[src/hw/rtl/pidc_pkg.sv]
// ----------------------------------------------------------------------------
// pidc_pkg: shared types and constants for the pixel interlace depth converter
// Payload structs, register indexes, lane mode codes and the small helper
// functions used by the front end and the scaling lanes.
// ----------------------------------------------------------------------------
package pidc_pkg;

	localparam int NUM_LANES   = 4;
	localparam int CHANNELS    = 4;
	localparam int SAMPLE_BITS = 16;
	localparam int SAMPLE_W    = 16;
	localparam int CFG_W       = 13;
	localparam int BITS_W      = 5;
	localparam int CHAN_W      = 3;
	localparam int CFG_IDX_W   = 4;

	// configuration register indexes
	localparam logic [CFG_IDX_W-1:0] REG_IMAGE_WIDTH  = 4'd0;
	localparam logic [CFG_IDX_W-1:0] REG_IMAGE_HEIGHT = 4'd1;
	localparam logic [CFG_IDX_W-1:0] REG_ROW_BAND     = 4'd2;
	localparam logic [CFG_IDX_W-1:0] REG_COL_BAND     = 4'd3;
	localparam logic [CFG_IDX_W-1:0] REG_A_BITS       = 4'd4;
	localparam logic [CFG_IDX_W-1:0] REG_B_BITS       = 4'd5;
	localparam logic [CFG_IDX_W-1:0] REG_A_CHANNELS   = 4'd6;
	localparam logic [CFG_IDX_W-1:0] REG_B_CHANNELS   = 4'd7;

	// what a lane produces for the current pixel
	localparam logic [1:0] LANE_ZERO  = 2'd0;
	localparam logic [1:0] LANE_FILL  = 2'd1;
	localparam logic [1:0] LANE_PASS  = 2'd2;
	localparam logic [1:0] LANE_SCALE = 2'd3;

	typedef struct packed {
		logic [SAMPLE_W-1:0] a_ch0;
		logic [SAMPLE_W-1:0] a_ch1;
		logic [SAMPLE_W-1:0] a_ch2;
		logic [SAMPLE_W-1:0] a_ch3;
		logic [SAMPLE_W-1:0] b_ch0;
		logic [SAMPLE_W-1:0] b_ch1;
		logic [SAMPLE_W-1:0] b_ch2;
		logic [SAMPLE_W-1:0] b_ch3;
	} pix_in_t;

	typedef struct packed {
		logic [SAMPLE_W-1:0] out_c0;
		logic [SAMPLE_W-1:0] out_c1;
		logic [SAMPLE_W-1:0] out_c2;
		logic [SAMPLE_W-1:0] out_c3;
		logic                from_first;
		logic                end_of_row;
		logic                end_of_frame;
	} pix_out_t;

	typedef struct packed {
		logic [CFG_W-1:0]  image_width;
		logic [CFG_W-1:0]  image_height;
		logic [CFG_W-1:0]  row_band;
		logic [CFG_W-1:0]  col_band;
		logic [BITS_W-1:0] a_bits;
		logic [BITS_W-1:0] b_bits;
		logic [CHAN_W-1:0] a_channels;
		logic [CHAN_W-1:0] b_channels;
	} cfg_t;

	typedef struct packed {
		logic [1:0]        mode;
		logic [BITS_W-1:0] sbits;
		logic [BITS_W-1:0] dbits;
	} lane_ctl_t;

	typedef struct packed {
		logic from_first;
		logic end_of_row;
		logic end_of_frame;
	} flags_t;

	function automatic logic [BITS_W-1:0] clamp_bits(input logic [BITS_W-1:0] b);
		logic [BITS_W-1:0] r;
		if (b == '0)
			r = BITS_W'(1);
		else if (b > BITS_W'(SAMPLE_BITS))
			r = BITS_W'(SAMPLE_BITS);
		else
			r = b;
		return r;
	endfunction

	function automatic logic [CHAN_W-1:0] clamp_chan(input logic [CHAN_W-1:0] c);
		logic [CHAN_W-1:0] r;
		if (c == '0)
			r = CHAN_W'(1);
		else if (c > CHAN_W'(CHANNELS))
			r = CHAN_W'(CHANNELS);
		else
			r = c;
		return r;
	endfunction

	// (2^bits)-1 for bits in 1..16
	function automatic logic [SAMPLE_W-1:0] full_scale(input logic [BITS_W-1:0] b);
		logic [SAMPLE_W:0] t;
		t = ({{SAMPLE_W{1'b0}}, 1'b1} << b) - {{SAMPLE_W{1'b0}}, 1'b1};
		return t[SAMPLE_W-1:0];
	endfunction

	// floor(2^32 / (2^bits - 1)), except bits=1 which holds 2^32-1;
	// the quotient estimate is at most one low and gets corrected later
	function automatic logic [31:0] recip(input logic [BITS_W-1:0] b);
		logic [31:0] r;
		case (b)
			5'd1:    r = 32'hFFFF_FFFF;
			5'd2:    r = 32'h5555_5555;
			5'd3:    r = 32'h2492_4924;
			5'd4:    r = 32'h1111_1111;
			5'd5:    r = 32'h0842_1084;
			5'd6:    r = 32'h0410_4104;
			5'd7:    r = 32'h0204_0810;
			5'd8:    r = 32'h0101_0101;
			5'd9:    r = 32'h0080_4020;
			5'd10:   r = 32'h0040_1004;
			5'd11:   r = 32'h0020_0400;
			5'd12:   r = 32'h0010_0100;
			5'd13:   r = 32'h0008_0040;
			5'd14:   r = 32'h0004_0010;
			5'd15:   r = 32'h0002_0004;
			5'd16:   r = 32'h0001_0001;
			default: r = 32'h0000_0000;
		endcase
		return r;
	endfunction

endpackage

[src/hw/rtl/pidc_lane.sv]
// ----------------------------------------------------------------------------
// pidc_lane: one sample lane of the depth converter
// Per mode gives 0, dmax, x or round(x * dmax / smax), the last by reciprocal
// multiply and a one-step quotient correction, over three registered stages.
// ----------------------------------------------------------------------------
module pidc_lane (
	input  logic                          clk,
	input  logic                          en,
	input  logic [pidc_pkg::SAMPLE_W-1:0] x,
	input  pidc_pkg::lane_ctl_t           ctl,
	output logic [pidc_pkg::SAMPLE_W-1:0] result
);

	pidc_pkg::lane_ctl_t           ctl_s2, ctl_s3, ctl_s4;
	logic [pidc_pkg::SAMPLE_W-1:0] x_s2, x_s3, x_s4;
	logic [31:0]                   n_s2, n_s3, n_s4, qm_s4;
	logic [pidc_pkg::SAMPLE_W-1:0] q_s3, q_s4;

	logic [pidc_pkg::SAMPLE_W-1:0] smax_in, dmax_in, smax_s3, smax_s4;
	logic [31:0]                   prod1, rem;
	logic [63:0]                   prod2;
	logic [pidc_pkg::SAMPLE_W-1:0] q_fix;

	always_comb begin
		smax_in = pidc_pkg::full_scale(ctl.sbits);
		dmax_in = pidc_pkg::full_scale(ctl.dbits);
		// numerator with the rounding term folded in
		prod1   = 32'(x) * 32'(dmax_in) + 32'(smax_in[pidc_pkg::SAMPLE_W-1:1]);
		prod2   = 64'(n_s2) * 64'(pidc_pkg::recip(ctl_s2.sbits));
		smax_s3 = pidc_pkg::full_scale(ctl_s3.sbits);
		smax_s4 = pidc_pkg::full_scale(ctl_s4.sbits);
		rem     = n_s4 - qm_s4;
		q_fix   = (rem >= 32'(smax_s4)) ? q_s4 + 16'd1 : q_s4;
		case (ctl_s4.mode)
			pidc_pkg::LANE_ZERO:  result = '0;
			pidc_pkg::LANE_FILL:  result = pidc_pkg::full_scale(ctl_s4.dbits);
			pidc_pkg::LANE_PASS:  result = x_s4;
			pidc_pkg::LANE_SCALE: result = q_fix;
			default:              result = '0;
		endcase
	end

	always_ff @(posedge clk) begin
		if (en) begin
			ctl_s2 <= ctl;
			x_s2   <= x;
			n_s2   <= prod1;

			ctl_s3 <= ctl_s2;
			x_s3   <= x_s2;
			n_s3   <= n_s2;
			q_s3   <= prod2[47:32];

			ctl_s4 <= ctl_s3;
			x_s4   <= x_s3;
			n_s4   <= n_s3;
			q_s4   <= q_s3;
			qm_s4  <= 32'(q_s3) * 32'(smax_s3);
		end
	end

endmodule
[config.mk]
export PLATFORM = sky130hd
export DESIGN_NAME = pidc_lane
export DESIGN_NICKNAME = d
export VERILOG_FILES = /design/src/hw/rtl/pidc_pkg.sv /design/src/hw/rtl/pidc_lane.sv
export SDC_FILE = /design/constraint.sdc
export NUM_CORES = 2
export LEC_CHECK = 0
export BUFFER_PORTS_ARGS = -buffer_cell sky130_fd_sc_hd__buf_2
export CAP_MARGIN = 15
export CORE_MARGIN = 5
export CORE_UTILIZATION = 50
export DETAILED_ROUTE_END_ITERATION = 8
export GPL_TIMING_DRIVEN = 0
export PLACE_DENSITY = 0.66
export SLEW_MARGIN = 20
export SYNTH_ARGS = -nofsm -noshare
export SYNTH_HDL_FRONTEND = slang
export SYNTH_SLANG_ARGS = --single-unit
[constraint.sdc]
create_clock -name clk -period 23.5 [get_ports clk]
set_clock_uncertainty 0.1 [all_clocks]
set_input_delay 3.525 -clock clk [delete_from_list [all_inputs] [get_ports clk]]
set_output_delay 3.525 -clock clk [all_outputs]
set_load 0.05 [all_outputs]
Word level (Yosys, flattened, before mapping). Memories as Yosys holds them, arrays and structs flattened. A register that Yosys moved wholly into a read port is not among the register bits. Cells that the tools add are included.

Register bits after elaboration: 244. Latch bits: 0. Memory bits (writable): 0. Bits in read-only memories: 1024. Input bits: 30. Logic and storage cells: 43. Memories kept: 1.

Add/sub/neg operators: 8. Multiply operators: 3. Divide/modulo/power cells: 0. Order comparisons: 1. Eq/ne operators: 3. Shifts and indexed selects: 5. Muxes and demuxes: 3. Bitwise gates (word level): 0. Reduce and logical (&&, ||, !) cells: 1.

Memories: (no name shown) (words 32, width 32, read ports 1, clocked after Yosys merged registers in 1, wr ports 0, line pidc_pkg.sv:110) `case (b)`.

Operators by type and width (number): $shl A1 B5 Y16 const A (5); $sub A16 B1 Y16 const B (5); $mul A16 B16 Y32 (2); $pmux W16 S4 (1); $mul A32 B32 Y48 (1); $add A32 B15 Y32 (1); $ge A32 B16 Y1 (1); $sub A32 B32 Y32 (1); $add A16 B1 Y16 const B (1); $mux W16 (1); $mux W5 (1); $eq A2 B2 Y1 const B (2); $eq A2 B1 Y1 const B (1); $logic_not A2 Y1 (1).

Logic depth before layout (Yosys ltp).
Depth after elaboration: 5. Depth in mapped cells: 35. Gate-level depth less buffers: 32.

Least setup slack after synthesis. No wires, ideal clock.

Path type: input -> register. From: input ctl[3] in the netlist's numbering. To: register n_s2[31], data pin. Library setup time: 0.260 ns. Arrival: 11.133 ns. Required time: 23.140 ns. Setup slack: 12.007 ns. Cell stages on the path: 33. Path buffers: 4. Cells stage by stage: or2_2 > clkbuf_1 > nor2_1 > nand2_1 > clkbuf_1 > ha_1 > clkbuf_1 > nor4_1 > a21oi_1 > o21ai_1 > clkbuf_1 > nand2_1 > fa_1 > inv_1 > fa_1 > inv_1 > fa_1 > inv_1 > fa_1 > fa_1 > inv_1 > fa_1 > inv_1 > ha_1 > and2_1 > a311o_1 > a31oi_1 > a21oi_1 > a21oi_1 > a221oi_1 > or4_1 > a31oi_1 > xnor2_1.

Cells in the longest elaborated chain, start to end: 4.

RTL lines: from (decl) (line pidc_lane.sv:10) `input pidc_pkg::lane_ctl_t ctl,`; $shl A1 B5 Y16 (line pidc_pkg.sv:102) `t = ({{SAMPLE_W{1'b0}}, 1'b1} << b) - {{SAMPLE_W{1'b0}}, 1'b1};`; $sub A16 B1 Y16 (line pidc_pkg.sv:102); $mul A16 B16 Y32 (line pidc_lane.sv:28) `prod1 = 32'(x) * 32'(dmax_in) + 32'(smax_in[pidc_pkg::SAMPLE_W-1:1]);`; $add A32 B15 Y32 (line pidc_lane.sv:28); named net prod1[31] (line pidc_lane.sv:20) `logic [31:0] prod1, rem;`; to (signal assigned) (line pidc_lane.sv:47) `n_s2 <= prod1;`; to (decl) (line pidc_lane.sv:16) `logic [31:0] n_s2, n_s3, n_s4, qm_s4;`.

The timed path passes the listed nets, and every way through them passes these cells. A chain may end at the register's enable or synchronous reset.

Worst setup path in the final report. Same ends and word-level chain as after synthesis.

==> impl_metrics.json <==
{
  "outcome": "finished clean",
  "crit_top_cell": "fa_1",
  "ctsLongestPathBuffers": 3,
  "cts_tree": "built",
  "cts_max_level": 1,
  "hp-class": "reg -> reg",
  "drt-pass1-iter-count": 6,
  "grt_pass1_vias": 42600,
  "layout_commonest_cell": "inv_1",
  "via_per_inst": 5.49,
  "timing.final.crit_share": 0.557,
  "setup_tns_ns": 0,
  "yosysWarningCount": 0,
  "nFillCells": 10300,
  "clk_latency_ns": 0.57,
  "root_buffer": "clkbuf_16",
  "drt_iter0_drc": 3422,
  "die_h_um": 343,
  "critPathMaxFanout": 10,
  "rsz0062_at_grt": "false",
  "grt_usage": 0.300,
  "hold_buffers": 0,
  "cts_buffers": 30,
  "yosys_most_used_dff": "edfxtp_1",
  "final_layout_size_suffix_gt1_frac": 0.0216,
  "vias": 40500,
  "synth.cell_area_mm2": 0.0553,
  "grtUsageMet1": 0.412,
  "start_util": 0.502,
  "grtUsageMet3": 0.0879,
  "post_cts_buffers": 0,
  "antenna_found_initial": 26,
  "postRouteAntennaNets": 0,
  "async_flop_share": 0,
  "maxSlewHeadroom": 0.174,
  "worst_slew_pin_slew_ns": 1.24,
  "syn_nets": 7421,
  "io_buffers": 45,
  "yosysSeqAreaShare": 0.141,
  "gp_congestion": 1.04,
  "final_max_slew_viol_count": 0,
  "period_minus_slack_ns": 13.10,
  "maxCapViolCount": 0,
  "core_mm2": 0.110,
  "synth_cells": 5767,
  "die_area_mm2": 0.117,
  "post-route-drc-count": 0,
  "nets": 7500,
  "cts_resized": 0,
  "required_ns": 23.73,
  "dp_hpwl_um": 144000,
  "wire_per_inst_um": 23.3,
  "cp-start-kind": "input port",
  "finalHoldViolations": 0,
  "synth.distinct_cells": 74,
  "cpPeakStageDelay_ns": 0.89,
  "routed_wl_um": 172000,
  "fp.dieW_um": 343,
  "synth_edf_count": 244,
  "gr-max-usage-layer": "met2",
  "grt_pass1_wl_um": 262000,
  "rows": 122,
  "worstSetupPathType": "in -> reg",
  "cts.sinks": 268,
  "overflow": 0,
  "clkTransAtPathRegs_ns": 0.07,
  "arrival_ns": 13.32,
  "syn_to_final_growth_pct": 5.85,
  "ios": 46,
  "finalSetupViolations": 0,
  "mostFrequentLayoutCells": "inv_1, fa_1, nand2_1",
  "synth.avg_cell_area_um2": 9.59,
  "ys_ff_latch": 268,
  "setup.worst_path.end_class": "flip-flop",
  "grt_use_met2": 0.463,
  "grt_max_degree": 107,
  "cpMaxStageDelayCell": "xnor2_1",
  "clock.fmax_ghz": 0.0763
}
-- critical path: cells and delay by family --
family / cells / cell delay [ns]
adders and majority gates: 8 / 3.75
and+or+nand+nor: 6 / 1.20
xor gates and xnor gates: 2 / 1.02
AOI/OAI and AO/OA: 8 / 2.06
buffers and inverters: 10 / 1.77
-- metrics by stage --
| step | hold slack (ns) | cells | setup WS (ns) | utilization | cell area [um2] |
|---|---|---|---|---|---|
| 6_report | 0.302 | 7374 | 10.40 | 0.531 | 58500 |
| 5_1_grt | 0.312 | 7361 | 9.85 | 0.531 | 58500 |
| 4_1_cts | 0.291 | 7358 | 10.52 | 0.531 | 58500 |
| 3_5_place_dp | 0.305 | 7302 | 9.96 | 0.521 | 57500 |
| 3_3_place_gp | 0.301 | 7300 | 10.00 | 0.521 | 57400 |
| 2_1_floorplan | 0.300 | 5767 | 12.01 | - | 55300 |
-- cells in the mapped netlist, types with 4 or more instances --
library cell | n | share of area
inv_1 | 1426 | 0.097
fa_1 | 1182 | 0.43
nand2_1 | 752 | 0.051
ha_1 | 442 | 0.10
and2_1 | 432 | 0.049
edfxtp_1 | 244 | 0.13
clkbuf_1 | 234 | 0.016
a21oi_1 | 132 | 0.012
nor2_1 | 124 | 0.0084
xnor2_1 | 100 | 0.016
o21ai_0 | 90 | 0.0081
nand3_1 | 67 | 0.0061
nor2b_1 | 56 | 0.0063
a21o_1 | 44 | 0.0060
nor3_1 | 43 | 0.0039
nand2b_1 | 41 | 0.0046
xor2_1 | 37 | 0.0059
a31oi_1 | 27 | 0.0031
and3_1 | 24 | 0.0027
dfxtp_1 | 24 | 0.0087
a211oi_1 | 21 | 0.0029
o21a_1 | 20 | 0.0027
or3_1 | 18 | 0.0020
mux2i_1 | 16 | 0.0029
nand4_1 | 13 | 0.0015
o211ai_1 | 13 | 0.0018
o21bai_1 | 13 | 0.0018
nor4_1 | 10 | 0.0011
o21ai_1 | 10 | 0.00091
or2_2 | 8 | 0.00091
o2111ai_1 | 7 | 0.0011
a22oi_1 | 6 | 0.00081
nand3b_1 | 6 | 0.00081
o211a_1 | 6 | 0.0011
o31ai_1 | 6 | 0.00081
a221oi_1 | 5 | 0.00079
a22o_1 | 4 | 0.00063
a31o_2 | 4 | 0.00063
mux2_2 | 4 | 0.00081
o22ai_1 | 4 | 0.00045
-- state kept, by name, indices dropped and copies added (netlist names), named ones only --
name and cells:
n_s2 32, n_s3 32, n_s4 32, qm_s4 32, q_s3 16, q_s4 16, x_s2 16, x_s3 16
x_s4 16, ctl_s2 12, ctl_s3 12, ctl_s4 12
-- cells by family (layout without fill, tap and decap cells) --
kind of cell,after synthesis,count (layout),synth area share
AND/OR/NAND/NOR,1606,1606,0.140
flip-flops,268,268,0.141
XOR/XNOR,137,137,0.0217
other,0,16,0
adder cells (fa/ha/maj),1624,1624,0.528
buffers and inverters,1661,1764,0.113
multiplexers,21,21,0.00391
AO/OA/AOI/OAI,450,450,0.0522
-- path summary, 6_finish.rpt --
kind	startpoint	endpoint	slack (ns)	depth (start not counted)
setup / recovery	ctl[3]	n_s2[31]$_DFFE_PP_	10.40	34
hold / removal	n_s3[20]$_DFFE_PP_	n_s4[20]$_DFFE_PP_	0.30	0
setup reg to reg	n_s2[14]$_DFFE_PP_	q_s3[14]$_DFFE_PP_	12.47	29
hold reg to reg	n_s3[20]$_DFFE_PP_	n_s4[20]$_DFFE_PP_	0.30	0
-- per-layer routing --
| layer | up-vias | share of wire |
|---|---|---|
| met3 | 333 | 0.12 |
| met5 | - | 0.00035 |
| met1 | 20700 | 0.40 |
| met4 | 10 | 0.040 |
| met2 | 1925 | 0.44 |
| li1 | 17500 | - |
-- layout make-up --
class / count / area (um2) / share of cell area
Timing Repair Buffer: 47 / 290 / 0.00496
Inverter: 1426 / 5350 / 0.0915
Tap cell: 1488 / 1860 / 0.0318
Sequential cell: 268 / 7810 / 0.133
Clock buffer: 38 / 823 / 0.0141
Multi-Input combinational cell: 3838 / 41300 / 0.705
Buffer: 235 / 886 / 0.0151
Antenna cell: 16 / 40.0 / 0.000684
Clock inverter: 18 / 201 / 0.00344
Power is left out: the tool's default activity adds up to more than one toggle a clock period on the data nets, which glitch-free logic cannot reach.
