### config.mk
export PLATFORM = sky130hd
export DESIGN_NAME = pidc_front
export DESIGN_NICKNAME = d
export VERILOG_FILES = /design/src/hw/rtl/pidc_pkg.sv /design/src/hw/rtl/pidc_front.sv
export SDC_FILE = /design/constraint.sdc
export NUM_CORES = 1
export LEC_CHECK = 0
export BUFFER_PORTS_ARGS = -buffer_cell sky130_fd_sc_hd__buf_2
export CORE_UTILIZATION = 54
export DETAILED_ROUTE_END_ITERATION = 7
export PLACE_DENSITY = 0.83
export SKIP_CTS_REPAIR_TIMING = 1
export SLEW_MARGIN = 0
export SYNTH_ARGS = -nofsm -noshare
export SYNTH_HDL_FRONTEND = slang
export SYNTH_SLANG_ARGS = --single-unit
### constraint.sdc
create_clock -name clk -period 6.7 [get_ports clk]
set_clock_uncertainty 0.15 [all_clocks]
set_input_delay 1.34 -clock clk [delete_from_list [all_inputs] [get_ports clk]]
set_output_delay 1.34 -clock clk [all_outputs]
set_load 0.02 [all_outputs]
### src/hw/rtl/pidc_pkg.sv
// ----------------------------------------------------------------------------
// pidc_pkg: shared types and constants for the pixel interlace depth converter
// Payload structs, register indexes, lane mode codes and the small helper
// functions used by the front end and the scaling lanes.
// ----------------------------------------------------------------------------
package pidc_pkg;

	localparam int NUM_LANES   = 4;
	localparam int CHANNELS    = 4;
	localparam int SAMPLE_BITS = 16;
	localparam int SAMPLE_W    = 16;
	localparam int CFG_W       = 13;
	localparam int BITS_W      = 5;
	localparam int CHAN_W      = 3;
	localparam int CFG_IDX_W   = 4;

	// configuration register indexes
	localparam logic [CFG_IDX_W-1:0] REG_IMAGE_WIDTH  = 4'd0;
	localparam logic [CFG_IDX_W-1:0] REG_IMAGE_HEIGHT = 4'd1;
	localparam logic [CFG_IDX_W-1:0] REG_ROW_BAND     = 4'd2;
	localparam logic [CFG_IDX_W-1:0] REG_COL_BAND     = 4'd3;
	localparam logic [CFG_IDX_W-1:0] REG_A_BITS       = 4'd4;
	localparam logic [CFG_IDX_W-1:0] REG_B_BITS       = 4'd5;
	localparam logic [CFG_IDX_W-1:0] REG_A_CHANNELS   = 4'd6;
	localparam logic [CFG_IDX_W-1:0] REG_B_CHANNELS   = 4'd7;

	// what a lane produces for the current pixel
	localparam logic [1:0] LANE_ZERO  = 2'd0;
	localparam logic [1:0] LANE_FILL  = 2'd1;
	localparam logic [1:0] LANE_PASS  = 2'd2;
	localparam logic [1:0] LANE_SCALE = 2'd3;

	typedef struct packed {
		logic [SAMPLE_W-1:0] a_ch0;
		logic [SAMPLE_W-1:0] a_ch1;
		logic [SAMPLE_W-1:0] a_ch2;
		logic [SAMPLE_W-1:0] a_ch3;
		logic [SAMPLE_W-1:0] b_ch0;
		logic [SAMPLE_W-1:0] b_ch1;
		logic [SAMPLE_W-1:0] b_ch2;
		logic [SAMPLE_W-1:0] b_ch3;
	} pix_in_t;

	typedef struct packed {
		logic [SAMPLE_W-1:0] out_c0;
		logic [SAMPLE_W-1:0] out_c1;
		logic [SAMPLE_W-1:0] out_c2;
		logic [SAMPLE_W-1:0] out_c3;
		logic                from_first;
		logic                end_of_row;
		logic                end_of_frame;
	} pix_out_t;

	typedef struct packed {
		logic [CFG_W-1:0]  image_width;
		logic [CFG_W-1:0]  image_height;
		logic [CFG_W-1:0]  row_band;
		logic [CFG_W-1:0]  col_band;
		logic [BITS_W-1:0] a_bits;
		logic [BITS_W-1:0] b_bits;
		logic [CHAN_W-1:0] a_channels;
		logic [CHAN_W-1:0] b_channels;
	} cfg_t;

	typedef struct packed {
		logic [1:0]        mode;
		logic [BITS_W-1:0] sbits;
		logic [BITS_W-1:0] dbits;
	} lane_ctl_t;

	typedef struct packed {
		logic from_first;
		logic end_of_row;
		logic end_of_frame;
	} flags_t;

	function automatic logic [BITS_W-1:0] clamp_bits(input logic [BITS_W-1:0] b);
		logic [BITS_W-1:0] r;
		if (b == '0)
			r = BITS_W'(1);
		else if (b > BITS_W'(SAMPLE_BITS))
			r = BITS_W'(SAMPLE_BITS);
		else
			r = b;
		return r;
	endfunction

	function automatic logic [CHAN_W-1:0] clamp_chan(input logic [CHAN_W-1:0] c);
		logic [CHAN_W-1:0] r;
		if (c == '0)
			r = CHAN_W'(1);
		else if (c > CHAN_W'(CHANNELS))
			r = CHAN_W'(CHANNELS);
		else
			r = c;
		return r;
	endfunction

	// (2^bits)-1 for bits in 1..16
	function automatic logic [SAMPLE_W-1:0] full_scale(input logic [BITS_W-1:0] b);
		logic [SAMPLE_W:0] t;
		t = ({{SAMPLE_W{1'b0}}, 1'b1} << b) - {{SAMPLE_W{1'b0}}, 1'b1};
		return t[SAMPLE_W-1:0];
	endfunction

	// floor(2^32 / (2^bits - 1)), except bits=1 which holds 2^32-1;
	// the quotient estimate is at most one low and gets corrected later
	function automatic logic [31:0] recip(input logic [BITS_W-1:0] b);
		logic [31:0] r;
		case (b)
			5'd1:    r = 32'hFFFF_FFFF;
			5'd2:    r = 32'h5555_5555;
			5'd3:    r = 32'h2492_4924;
			5'd4:    r = 32'h1111_1111;
			5'd5:    r = 32'h0842_1084;
			5'd6:    r = 32'h0410_4104;
			5'd7:    r = 32'h0204_0810;
			5'd8:    r = 32'h0101_0101;
			5'd9:    r = 32'h0080_4020;
			5'd10:   r = 32'h0040_1004;
			5'd11:   r = 32'h0020_0400;
			5'd12:   r = 32'h0010_0100;
			5'd13:   r = 32'h0008_0040;
			5'd14:   r = 32'h0004_0010;
			5'd15:   r = 32'h0002_0004;
			5'd16:   r = 32'h0001_0001;
			default: r = 32'h0000_0000;
		endcase
		return r;
	endfunction

endpackage

### src/hw/rtl/pidc_front.sv
// ----------------------------------------------------------------------------
// pidc_front: raster counters, source selection and lane setup
// Tracks column, row and band positions, picks image A or B per pixel, clamps
// the chosen samples and registers them with a per-lane mode into stage 1.
// ----------------------------------------------------------------------------
module pidc_front #(
	parameter int MAX_WIDTH  = 4096,
	parameter int MAX_HEIGHT = 4096
) (
	input  logic                          clk,
	input  logic                          arst_n,
	input  logic                          accept,
	input  logic                          en,
	input  pidc_pkg::pix_in_t             in_data,
	input  pidc_pkg::cfg_t                cfg,
	output logic [pidc_pkg::SAMPLE_W-1:0] x_s1 [pidc_pkg::NUM_LANES],
	output pidc_pkg::lane_ctl_t           ctl_s1 [pidc_pkg::NUM_LANES],
	output pidc_pkg::flags_t              flags_s1
);

	localparam int CW  = (MAX_WIDTH > 1) ? $clog2(MAX_WIDTH) : 1;
	localparam int RW  = (MAX_HEIGHT > 1) ? $clog2(MAX_HEIGHT) : 1;
	localparam int MW0 = (CW > RW) ? CW : RW;
	localparam int KW  = ((MW0 > pidc_pkg::CFG_W) ? MW0 : pidc_pkg::CFG_W) + 1;

	logic [CW-1:0] col_pos_q, col_band_cnt_q;
	logic [RW-1:0] row_pos_q, row_band_cnt_q;
	logic          col_par_q, row_par_q;

	logic [KW-1:0] w_lim, h_lim, col_inc, row_inc, cbc_inc, rbc_inc;
	logic [pidc_pkg::BITS_W-1:0] ab, bb, dbits, sbits;
	logic [pidc_pkg::CHAN_W-1:0] ac, bc, dch, sch;
	logic [pidc_pkg::SAMPLE_W-1:0] smax;
	logic [pidc_pkg::SAMPLE_W-1:0] a_s [pidc_pkg::NUM_LANES];
	logic [pidc_pkg::SAMPLE_W-1:0] b_s [pidc_pkg::NUM_LANES];
	logic [pidc_pkg::SAMPLE_W-1:0] x_d [pidc_pkg::NUM_LANES];
	pidc_pkg::lane_ctl_t           ctl_d [pidc_pkg::NUM_LANES];
	logic use_a, row_mode, col_mode, eor, eof;
	logic [CW-1:0] cbc_next;
	logic          cpar_next;
	logic [RW-1:0] rbc_next;
	logic          rpar_next;

	always_comb begin
		if (cfg.image_width == '0)
			w_lim = KW'(1);
		else if (KW'(cfg.image_width) > KW'(MAX_WIDTH))
			w_lim = KW'(MAX_WIDTH);
		else
			w_lim = KW'(cfg.image_width);
		if (cfg.image_height == '0)
			h_lim = KW'(1);
		else if (KW'(cfg.image_height) > KW'(MAX_HEIGHT))
			h_lim = KW'(MAX_HEIGHT);
		else
			h_lim = KW'(cfg.image_height);

		ab    = pidc_pkg::clamp_bits(cfg.a_bits);
		bb    = pidc_pkg::clamp_bits(cfg.b_bits);
		ac    = pidc_pkg::clamp_chan(cfg.a_channels);
		bc    = pidc_pkg::clamp_chan(cfg.b_channels);
		dbits = (ab > bb) ? ab : bb;
		dch   = (ac > bc) ? ac : bc;

		row_mode = |cfg.row_band;
		col_mode = |cfg.col_band;
		if (row_mode && col_mode)
			use_a = (row_par_q == col_par_q);
		else if (row_mode)
			use_a = !row_par_q;
		else if (col_mode)
			use_a = !col_par_q;
		else
			use_a = 1'b1;

		sbits = use_a ? ab : bb;
		sch   = use_a ? ac : bc;
		smax  = pidc_pkg::full_scale(sbits);

		a_s[0] = in_data.a_ch0;
		a_s[1] = in_data.a_ch1;
		a_s[2] = in_data.a_ch2;
		a_s[3] = in_data.a_ch3;
		b_s[0] = in_data.b_ch0;
		b_s[1] = in_data.b_ch1;
		b_s[2] = in_data.b_ch2;
		b_s[3] = in_data.b_ch3;

		for (int i = 0; i < pidc_pkg::NUM_LANES; i++) begin
			x_d[i] = use_a ? a_s[i] : b_s[i];
			if (x_d[i] > smax)
				x_d[i] = smax;
			ctl_d[i].sbits = sbits;
			ctl_d[i].dbits = dbits;
			if (pidc_pkg::CHAN_W'(i) >= dch)
				ctl_d[i].mode = pidc_pkg::LANE_ZERO;
			else if (pidc_pkg::CHAN_W'(i) >= sch)
				ctl_d[i].mode = pidc_pkg::LANE_FILL;
			else if (sbits == dbits)
				ctl_d[i].mode = pidc_pkg::LANE_PASS;
			else
				ctl_d[i].mode = pidc_pkg::LANE_SCALE;
		end

		col_inc = KW'(col_pos_q) + KW'(1);
		row_inc = KW'(row_pos_q) + KW'(1);
		eor     = col_inc >= w_lim;
		eof     = eor && (row_inc >= h_lim);

		// band counters: wrap and flip parity when the band is used up
		cbc_inc   = KW'(col_band_cnt_q) + KW'(1);
		cpar_next = col_par_q;
		if (!col_mode)
			cbc_next = '0;
		else if (cbc_inc >= KW'(cfg.col_band)) begin
			cbc_next  = '0;
			cpar_next = !col_par_q;
		end else
			cbc_next = cbc_inc[CW-1:0];

		rbc_inc   = KW'(row_band_cnt_q) + KW'(1);
		rpar_next = row_par_q;
		if (!row_mode)
			rbc_next = '0;
		else if (rbc_inc >= KW'(cfg.row_band)) begin
			rbc_next  = '0;
			rpar_next = !row_par_q;
		end else
			rbc_next = rbc_inc[RW-1:0];
	end

	always_ff @(posedge clk or negedge arst_n) begin
		if (!arst_n) begin
			col_pos_q      <= '0;
			row_pos_q      <= '0;
			col_band_cnt_q <= '0;
			row_band_cnt_q <= '0;
			col_par_q      <= 1'b0;
			row_par_q      <= 1'b0;
		end else if (accept) begin
			if (!eor) begin
				col_pos_q      <= col_inc[CW-1:0];
				col_band_cnt_q <= cbc_next;
				col_par_q      <= cpar_next;
			end else begin
				col_pos_q      <= '0;
				col_band_cnt_q <= '0;
				col_par_q      <= 1'b0;
				if (eof) begin
					row_pos_q      <= '0;
					row_band_cnt_q <= '0;
					row_par_q      <= 1'b0;
				end else begin
					row_pos_q      <= row_inc[RW-1:0];
					row_band_cnt_q <= rbc_next;
					row_par_q      <= rpar_next;
				end
			end
		end
	end

	always_ff @(posedge clk) begin
		if (en) begin
			x_s1                  <= x_d;
			ctl_s1                <= ctl_d;
			flags_s1.from_first   <= use_a;
			flags_s1.end_of_row   <= eor;
			flags_s1.end_of_frame <= eof;
		end
	end

endmodule

-- Word level (Yosys, flattened, before mapping)
Index checks and enable logic that the tools add are counted.
Widths: inputs -> output; s select.
- register bits after elaboration: 135
- input bits: 200
- output and inout bits: 115
- add/subtract/negate cells: 5
- mux-type cells: 46
- shift operators: 1
- order comparisons: 24
- eq/ne operators: 2
- reductions and logical operators: 23
- operators by type and width (kind ; number):
    $mux 16 ; 8
    $mux 12 ; 8
    $gt 16x16->1 ; 4
    $add 12x1->13 const B ; 4
    $mux 13 ; 3
    $mux 5 ; 6
    $ge 13x14->1 ; 2
    $ge 13x13->1 ; 2
    $gt 13x13->1 const B ; 2
    $logic_not 13->1 ; 2
    $reduce_or 13->1 ; 2
    $mux 3 ; 6
    $shl 1x5->16 const A ; 1
    $sub 16x1->16 const B ; 1
    $mux 1 ; 14
    $mux 14 ; 1
    $ge 1x3->1 const A ; 4
    $ge 2x3->1 const A ; 4
    $gt 5x5->1 const B ; 2
    $logic_not 5->1 ; 2
    $reduce_bool 2->1 ; 4
    $reduce_or 2->1 ; 4
    $gt 3x3->1 const B ; 2
    $logic_not 3->1 ; 2
    9 further kinds ; 11

-- Logic depth before layout (Yosys ltp)
Gate-level depths: netlist (run 1).
- depth after elaboration: 9
- depth in mapped cells: 27
- gate-level depth less buffers: 21

-- Least setup slack after synthesis (run 1)
No wires, ideal clock.
- path kind: input to register
- start: in cfg[21] (netlist bit)
- end: reg x_s1[33] (netlist bit) (data pin)
- setup slack: -0.248 ns
- arrival: 6.536 ns
- stages: 23
- path through: nor4_2 > a41oi_4 > xor2_4 > buf_2 > buf_2 > buf_2 > clkbuf_1 > nor3_1 > o21ai_0 > ha_1 > clkbuf_1 > o311ai_1 > nand2_1 > nor3b_1 > nor2_1 > ha_1 > a21oi_1 > nand2_1 > maj3_1 > o211ai_1 > o21ai_1 > o21ai_4 > mux2_1
- RTL lines (item ; line ; RTL):
    start: declaration ; pidc_front.sv:15 ; input pidc_pkg::cfg_t cfg,
    end signal: assignment ; pidc_front.sv:164 ; x_s1 <= x_d;
    end: declaration ; pidc_front.sv:16 ; output logic [pidc_pkg::SAMPLE_W-1:0] x_s1 [pidc_pkg::NUM_LANES],

==> summary.txt, run 1 <==
Route
  • Drt total wl: 33,800 um
  • Drt pass-1 iters: 5
  • Number of DRC markers in iteration 0: 691
  • WL/cell: 17.8 um
  • DRC Markers: 0
  • Vias post-DR: 11,000
  • Routed vias/inst: 5.79
  • Routed Antenna Nets: 0

Cells and area
  • Non-filler instance count after layout: 1,897
  • Area growth syn-to-layout: 20.7%
  • Share of layout cells above drive strength 1: 0.251
  • Nets: 1,926
  • Fillers: 1,702

Timing
  • Tcrit/Tclk final: 0.915
  • Final Setup Violations: 0
  • Fin. Hold Viols: 0
  • Slew headroom: 0.324
  • Tmin final: 6.13 ns
  • Setup TNS: 0 ns
  • Slew @ Worst Pin: 1.01 ns
  • Final Max Tran Viols: 0
  • Unrepaired setup endpoints after global routing: false
  • F_max: 163 MHz

Yosys
  • Part of the Yosys area used for sequential elements: 0.331
  • Register bit total from synthesis: 135
  • Post-Syn Area: 11,500 um^2
  • Async set-reset flop share out of synthesis: 0.370
  • Number of enable flip-flop cells after synthesis: 85
  • Netlist cell types: 78
  • Mean Syn Cell Area: 8.77 um^2
  • Ys Warns: 0
  • Most used DFF post-synth: edfxtp_1
  • Post-Syn Instances: 1,312

Setup path
  • Crit end category: flip-flop
  • Worst EP required: 6.70 ns
  • Setup CP Type: in2reg
  • Worst Reg-to-Reg Cells: 19
  • CP max FO: 10
  • Crit. Startpoint: cfg[34]
  • Worst Path Arrival: 6.13 ns
  • Reg2Reg Capture Point: x_s1[41]
  • Worst Setup Start Kind: primary input
  • R2r setup slk: 1.63 ns
  • Worst R2R Start: row_par_q
  • Critical Path Sink: x_s1[41]

Pwr
  • P_sw: 1250 uW
  • Clock power share: 0.287
  • Seq pwr share: 0.326
  • Static Leak: 0.00685 uW
  • Peak supply drop: 0.162 mV
  • Comb pwr share: 0.388
  • PD cells: 248 nW/um^2
  • Switch share: 0.363
  • Internal power: 2190 uW
  • Final total power: 3440 uW

Run status
  • Status: completed

Clock network
  • Clk root buf: clkbuf_16
  • Cts bufs inserted: 17
  • Clock Latency Late Sink: 0.42 ns
  • Sink Count: 135
  • CTS H-tree depth: 4
  • CTS tree: built
  • CTS clk-pin slew, worst paths: 0.06 ns
  • CTS Buffer Depth: 2

Global route
  • Vias in the first global route: 10,700
  • Largest net degree at the start of global routing: 73
  • GR Overflow Total: 0
  • Gr usage total: 0.310
  • First-pass GRT wire length: 53,000 um
  • Initial antenna violation count: 5

Placed design
  • Port buffer count: 314
  • Inst Count DP: 1,864
  • Post-DP HPWL: 26,300 um
  • Gp weighted congestion: 0.970

Run
  • Max-cap violations: 0

Hold path
  • Hold Path Class: reg2reg

Floorplan
  • Ports: 315
  • Die Y: 148 um
  • CORE AREA: 21,000 um^2
  • Initial Util: 0.549
  • FP Rows: 53
  • Die footprint: 21,900 um^2
  • Die W: 148 um
[placed cells by master (no fill, tap or decap), types with 35 or more instances in the layout]
cell type  count
buf_2        313
nand2_1      233
ha_1         118
edfxtp_1      85
inv_1         77
nor2_1        72
o21ai_0       64
a21oi_1       60
dfrtp_1       50
nand3_1       43
buf_4         35
[layer usage]
metal  global-route usage  up-vias  share of wire
li1                     -     5273              -
met1                0.370     5066           0.40
met2                0.533      531           0.48
met3               0.0636      104          0.086
met4                0.149        2          0.039
met5                    0        -        0.00033
[cell families after synthesis]
group | Yosys count | synth area share
simple gates | 493 | 0.198
fa+ha+maj | 129 | 0.138
flops | 135 | 0.331
xor+xnor | 61 | 0.0481
other cells | 1 | 0.000326
compound gates | 290 | 0.176
buf+inv | 156 | 0.0650
mux | 47 | 0.0446
[worst max-delay path, stage by stage]
cell and delay (ns):
buf_2 0.11, nor4_2 0.45, a41oi_2 0.31, xor2_4 0.30, clkinv_2 0.16, o31ai_2 0.26
o21ai_0 0.14, ha_1 0.23, o311ai_1 0.16, nand2_1 0.20, nor3b_1 0.29, nor2_2 0.12
ha_1 0.34, a21oi_2 0.22, nand2_1 0.10, maj3_1 0.36, o211ai_1 0.17, o21ai_1 0.15
o21ai_4 0.35, mux4_2 0.36
[flip-flops by register name (all words and copies together) (netlist names)]
name,count
flags_s1,3
row_par_q,1
col_band_cnt_q,12
col_par_q,1
ctl_s1,18
row_pos_q,12
col_pos_q,12
row_band_cnt_q,12
x_s1,64
[worst min path at each step]
stage / from / endpoint / depth (start not counted) / slack (ns)
final: row_pos_q[11] / row_pos_q[11] / 2 / 0.37
after global routing: col_band_cnt_q[11] / col_band_cnt_q[11] / 1 / 0.39
after CTS: row_par_q / row_par_q / 1 / 0.37
after detailed placement: row_par_q / row_par_q / 1 / 0.36
after global placement: row_par_q / row_par_q / 1 / 0.35
after floorplan: col_par_q / col_par_q / 2 / 0.33
[final cells by class]
type                            count  area [um^2]  area share
Tap cell                          275          344      0.0248
Multi-Input combinational cell   1025         7000       0.504
Clock buffer                       17          425      0.0306
Antenna cell                        2         5.00    0.000360
Clock inverter                     14          181      0.0131
Inverter                           81          305      0.0220
Timing Repair Buffer              348         1830       0.132
Sequential cell                   135         3800       0.274
[metrics by stage]
stage	hold WS [ns]	utilization	area (um^2)	setup slack, ns
floorplan	0.332	-	11500	0.0199
global placement	0.346	0.634	13300	0.377
detailed placement	0.359	0.634	13300	0.160
CTS	0.372	0.663	13900	0.596
global route	0.388	0.663	13900	0.138
finish	0.370	0.663	13900	0.573
[Yosys cell counts, types with 4 or more instances]
cell / instances / area share
xor2_1: 26 / 0.020
a32o_1: 10 / 0.0087
xnor2_1: 34 / 0.026
o21ai_0: 64 / 0.028
mux2_1: 6 / 0.0059
a211o_1: 4 / 0.0030
o31ai_1: 13 / 0.0085
nand2b_1: 12 / 0.0065
a21o_1: 28 / 0.018
maj3_1: 11 / 0.0096
nand3_1: 43 / 0.019
buf_4: 34 / 0.022
and4_1: 5 / 0.0038
ha_1: 118 / 0.13
nand4_1: 8 / 0.0043
nor2b_1: 17 / 0.0092
o211ai_1: 10 / 0.0065
nand2_1: 233 / 0.076
inv_1: 77 / 0.025
a22o_1: 13 / 0.0099
nor2_1: 73 / 0.024
dfrtp_1: 50 / 0.11
and3_1: 26 / 0.014
a211oi_1: 6 / 0.0039
mux2i_1: 34 / 0.030
o21ai_1: 5 / 0.0022
nor4_1: 11 / 0.0060
and2_1: 24 / 0.013
clkbuf_1: 23 / 0.0075
edfxtp_1: 85 / 0.22
nor3_1: 28 / 0.012
o2bb2ai_1: 8 / 0.0061
buf_2: 16 / 0.0070
o21a_1: 19 / 0.012
a21oi_1: 61 / 0.027
a31oi_1: 11 / 0.0060
mux2_2: 4 / 0.0039
[power groups by stage]
stage / sequential [uW] / clock (uW) / combinational (uW)
4_1_cts: 1120 / 1000 / 1330
3_3_place_gp: 1140 / 0 / 1280
5_1_grt: 1140 / 1030 / 1460
2_1_floorplan: 1230 / 0 / 808
3_5_place_dp: 1140 / 0 / 1320
6_report: 1120 / 987 / 1330
Note: power is estimated with default switching activity, not from simulation.
==> run 2, diff against run 1 <==
--- a/config.mk
+++ b/config.mk
@@ -6,6 +6,7 @@
 export NUM_CORES = 1
 export LEC_CHECK = 0
 export BUFFER_PORTS_ARGS = -buffer_cell sky130_fd_sc_hd__buf_2
+export CORE_MARGIN = 4
 export CORE_UTILIZATION = 54
 export DETAILED_ROUTE_END_ITERATION = 7
 export PLACE_DENSITY = 0.83
==> run 2 against run 1 <==
Effect of this change: global-route usage decreased by 1.6 points; sequential power about the same; sequential share of layout area about the same; register-to-register slack got worse by 0.08 ns; clock power decreased by 6.2%; cell count increased by 0.26%; routed wire length increased by 6.5%; critical path depth increased by 1; non-clock buffer count increased by 3; largest power group unchanged; highest routed layer unchanged.
==> summary.txt, run 2 (synthesized netlist as in run 1, its figures left out) <==
Setup path
  • Slowest cell on crit path: nor4_2
  • CP max FO: 9 (-1)
  • Worst EP required: 6.79 ns (+0.09 ns)
  • Crit path largest cell delay: 0.43 ns (-0.02 ns)
  • Crit end category: flip-flop
  • Worst Setup Start Kind: primary input
  • Worst Reg-to-Reg Cells: 20 (+1)
  • Reg2Reg Capture Point: x_s1[43]
  • CP Cell Sequence: buf_2 > nor4_2 > a41oi_2 > xor2_4 > clkinv_2 > o31ai_2 > o21ai_0 > ha_1 > o311ai_1 > nand2_1 > nor3b_1 > nor2_2 > ha_1 > a21oi_2 > nand2_1 > maj3_1 > o211ai_1 > o21ai_1 > o21ai_4 > buf_4 > mux2i_1
  • Critical Path Sink: x_s1[43]
  • Worst Path Arrival: 6.28 ns (+0.15 ns)
  • Worst R2R Start: row_par_q
  • Crit. Startpoint: cfg[34]
  • Setup CP Type: in2reg
  • R2r setup slk: 1.55 ns (-0.08 ns)

Cells and area
  • Max reg flops: 64 (unchanged)
  • Commonest non-fill, non-tap cell in the layout: buf_2
  • Area growth syn-to-layout: 20.6% (about the same)
  • Fillers: 1,757 (+3.2%)
  • Nets: 1,929 (+0.16%)
  • Regs by FF count: x_s1: 64 flops, ctl_s1: 18 flops
  • Multi-input gate area: 7000 um^2 (unchanged)
  • Most frequent cells in the layout: buf_2 (313), nand2_1 (233), ha_1 (118)
  • Storage cell area: 3800 um^2 (unchanged)
  • Most flops, register: x_s1
  • Share of layout cells above drive strength 1: 0.251 (-0.000310)

Floorplan
  • Die footprint: 23,700 um^2 (+8.3%)
  • Die W: 154 um (+4.1%)
  • FP Rows: 53 (unchanged)
  • CORE AREA: 21,000 um^2 (+0.32%)
  • Initial Util: 0.547 (-0.00173)
  • Ports: 315 (unchanged)
  • Die Y: 154 um (+4.1%)

Clock network
  • Sink Count: 135 (unchanged)
  • Clock Latency Late Sink: 0.42 ns (about the same)
  • CTS clk-pin slew, worst paths: 0.05 ns (about the same)
  • Clk root buf: clkbuf_16
  • CTS H-tree depth: 4 (unchanged)
  • CTS Buffer Depth: 2 (unchanged)
  • Cts bufs inserted: 17 (unchanged)
  • CTS tree: built

Timing
  • Slew headroom: 0.220 (-0.104)
  • Tmin final: 6.19 ns (+0.0623 ns)
  • Final Setup Violations: 0 (unchanged)
  • Tcrit/Tclk final: 0.924 (+0.00930)
  • Fin Hold WS: 0.371 ns (+0.000423 ns)
  • Final Max Tran Viols: 0 (unchanged)
  • Slew @ Worst Pin: 1.17 ns (+0.161 ns)
  • Fin. Hold Viols: 0 (unchanged)
  • F_max: 162 MHz (-1.0%)
  • Setup TNS: 0 ns (unchanged)
  • Unrepaired setup endpoints after global routing: false

Global route
  • First-pass GRT wire length: 56,000 um (+5.6%)
  • Largest net degree at the start of global routing: 86 (+18%)
  • GR Overflow Total: 0 (unchanged)
  • Initial antenna violation count: 8 (+3)
  • Gr usage total: 0.294 (-0.0163)
  • Vias in the first global route: 10,800 (+1.7%)

Route
  • Drt pass-1 iters: 5 (unchanged)
  • Routed vias/inst: 5.83 (+0.75%)
  • Drt total wl: 36,000 um (+6.5%)
  • DRC Markers: 0 (unchanged)
  • Routed Antenna Nets: 0 (unchanged)
  • WL/cell: 18.9 um (+6.2%)
  • Number of DRC markers in iteration 0: 934 (+35%)
  • Vias post-DR: 11,100 (+1.0%)

Placed design
  • Gp weighted congestion: 0.994 (+2.5%)
  • Post-DP HPWL: 28,200 um (+7.2%)
  • Port buffer count: 314 (unchanged)

Pwr
  • Final total power: 3400 uW (-1.2%)
  • Peak supply drop: 0.152 mV (-6.2%)
  • Seq pwr share: 0.331 (+0.005)
  • Switch share: 0.367 (+0.00403)
  • Internal power: 2150 uW (-1.8%)
  • Comb pwr share: 0.397 (+0.009)
  • Clock power share: 0.272 (-0.015)
  • Static Leak: 0.00684 uW (-0.13%)
  • PD cells: 245 nW/um^2 (-1.1%)
  • P_sw: 1250 uW (about the same)

Run status
  • Status: completed

Run
  • Max-cap violations: 0 (unchanged)

Hold path
  • Hold Path Class: reg2reg
[run 2: routing by layer]
layer | up-vias | wire length (um) | GRT usage
met2 | 511 | 17400 | 0.504
met3 | 90 | 3440 | 0.0788
met4 | 8 | 1080 | 0.103
met1 | 5183 | 14000 | 0.356
met5 | - | 57 | 0
li1 | 5295 | - | -
[run 2: worst min path at each step]
stage	startpoint	to	cells past startpoint
finish	row_par_q	row_par_q	1
global route	row_par_q	row_par_q	1
CTS	row_par_q	row_par_q	1
detailed placement	row_par_q	row_par_q	1
global placement	row_par_q	row_par_q	1
floorplan	col_par_q	col_par_q	2
[run 2: per-stage QoR]
step                      instance area, um^2  worst slack [ns]  cells   util
final                                   13900             0.510   1902  0.660
after global routing                    13900             0.192   1899  0.660
after CTS                               13900             0.613   1897  0.660
after detailed placement                13300             0.199   1867  0.633
after global placement                  13300             0.361   1867  0.633
after floorplan                         11500            0.0199   1316      -
[run 2: critical path: cells and delay by family]
kind,cells,cell delay [ns]
adder cells (fa/ha/maj),3,0.93
XOR/XNOR,1,0.30
AO/OA/AOI/OAI,8,1.73
AND/OR/NAND/NOR,5,1.17
buffers and inverters,3,0.53
multiplexers,1,0.25
[run 2: cell type report]
class,count,share of cell area
multi-input cells,1025,0.504
diodes,5,0.000901
inverters,81,0.0220
clock inverters,12,0.00982
clock buffers,18,0.0309
well taps,275,0.0248
flip-flops and latches,135,0.274
repair buffers,351,0.133
[run 2: power by group through the flow]
| stage | logic [uW] | registers, uW | clock network [uW] |
|---|---|---|---|
| 3_3_place_gp | 1280 | 1140 | 0 |
| 3_5_place_dp | 1330 | 1140 | 0 |
| 2_1_floorplan | 808 | 1230 | 0 |
| 6_report | 1350 | 1130 | 926 |
| 4_1_cts | 1340 | 1130 | 939 |
| 5_1_grt | 1480 | 1140 | 980 |
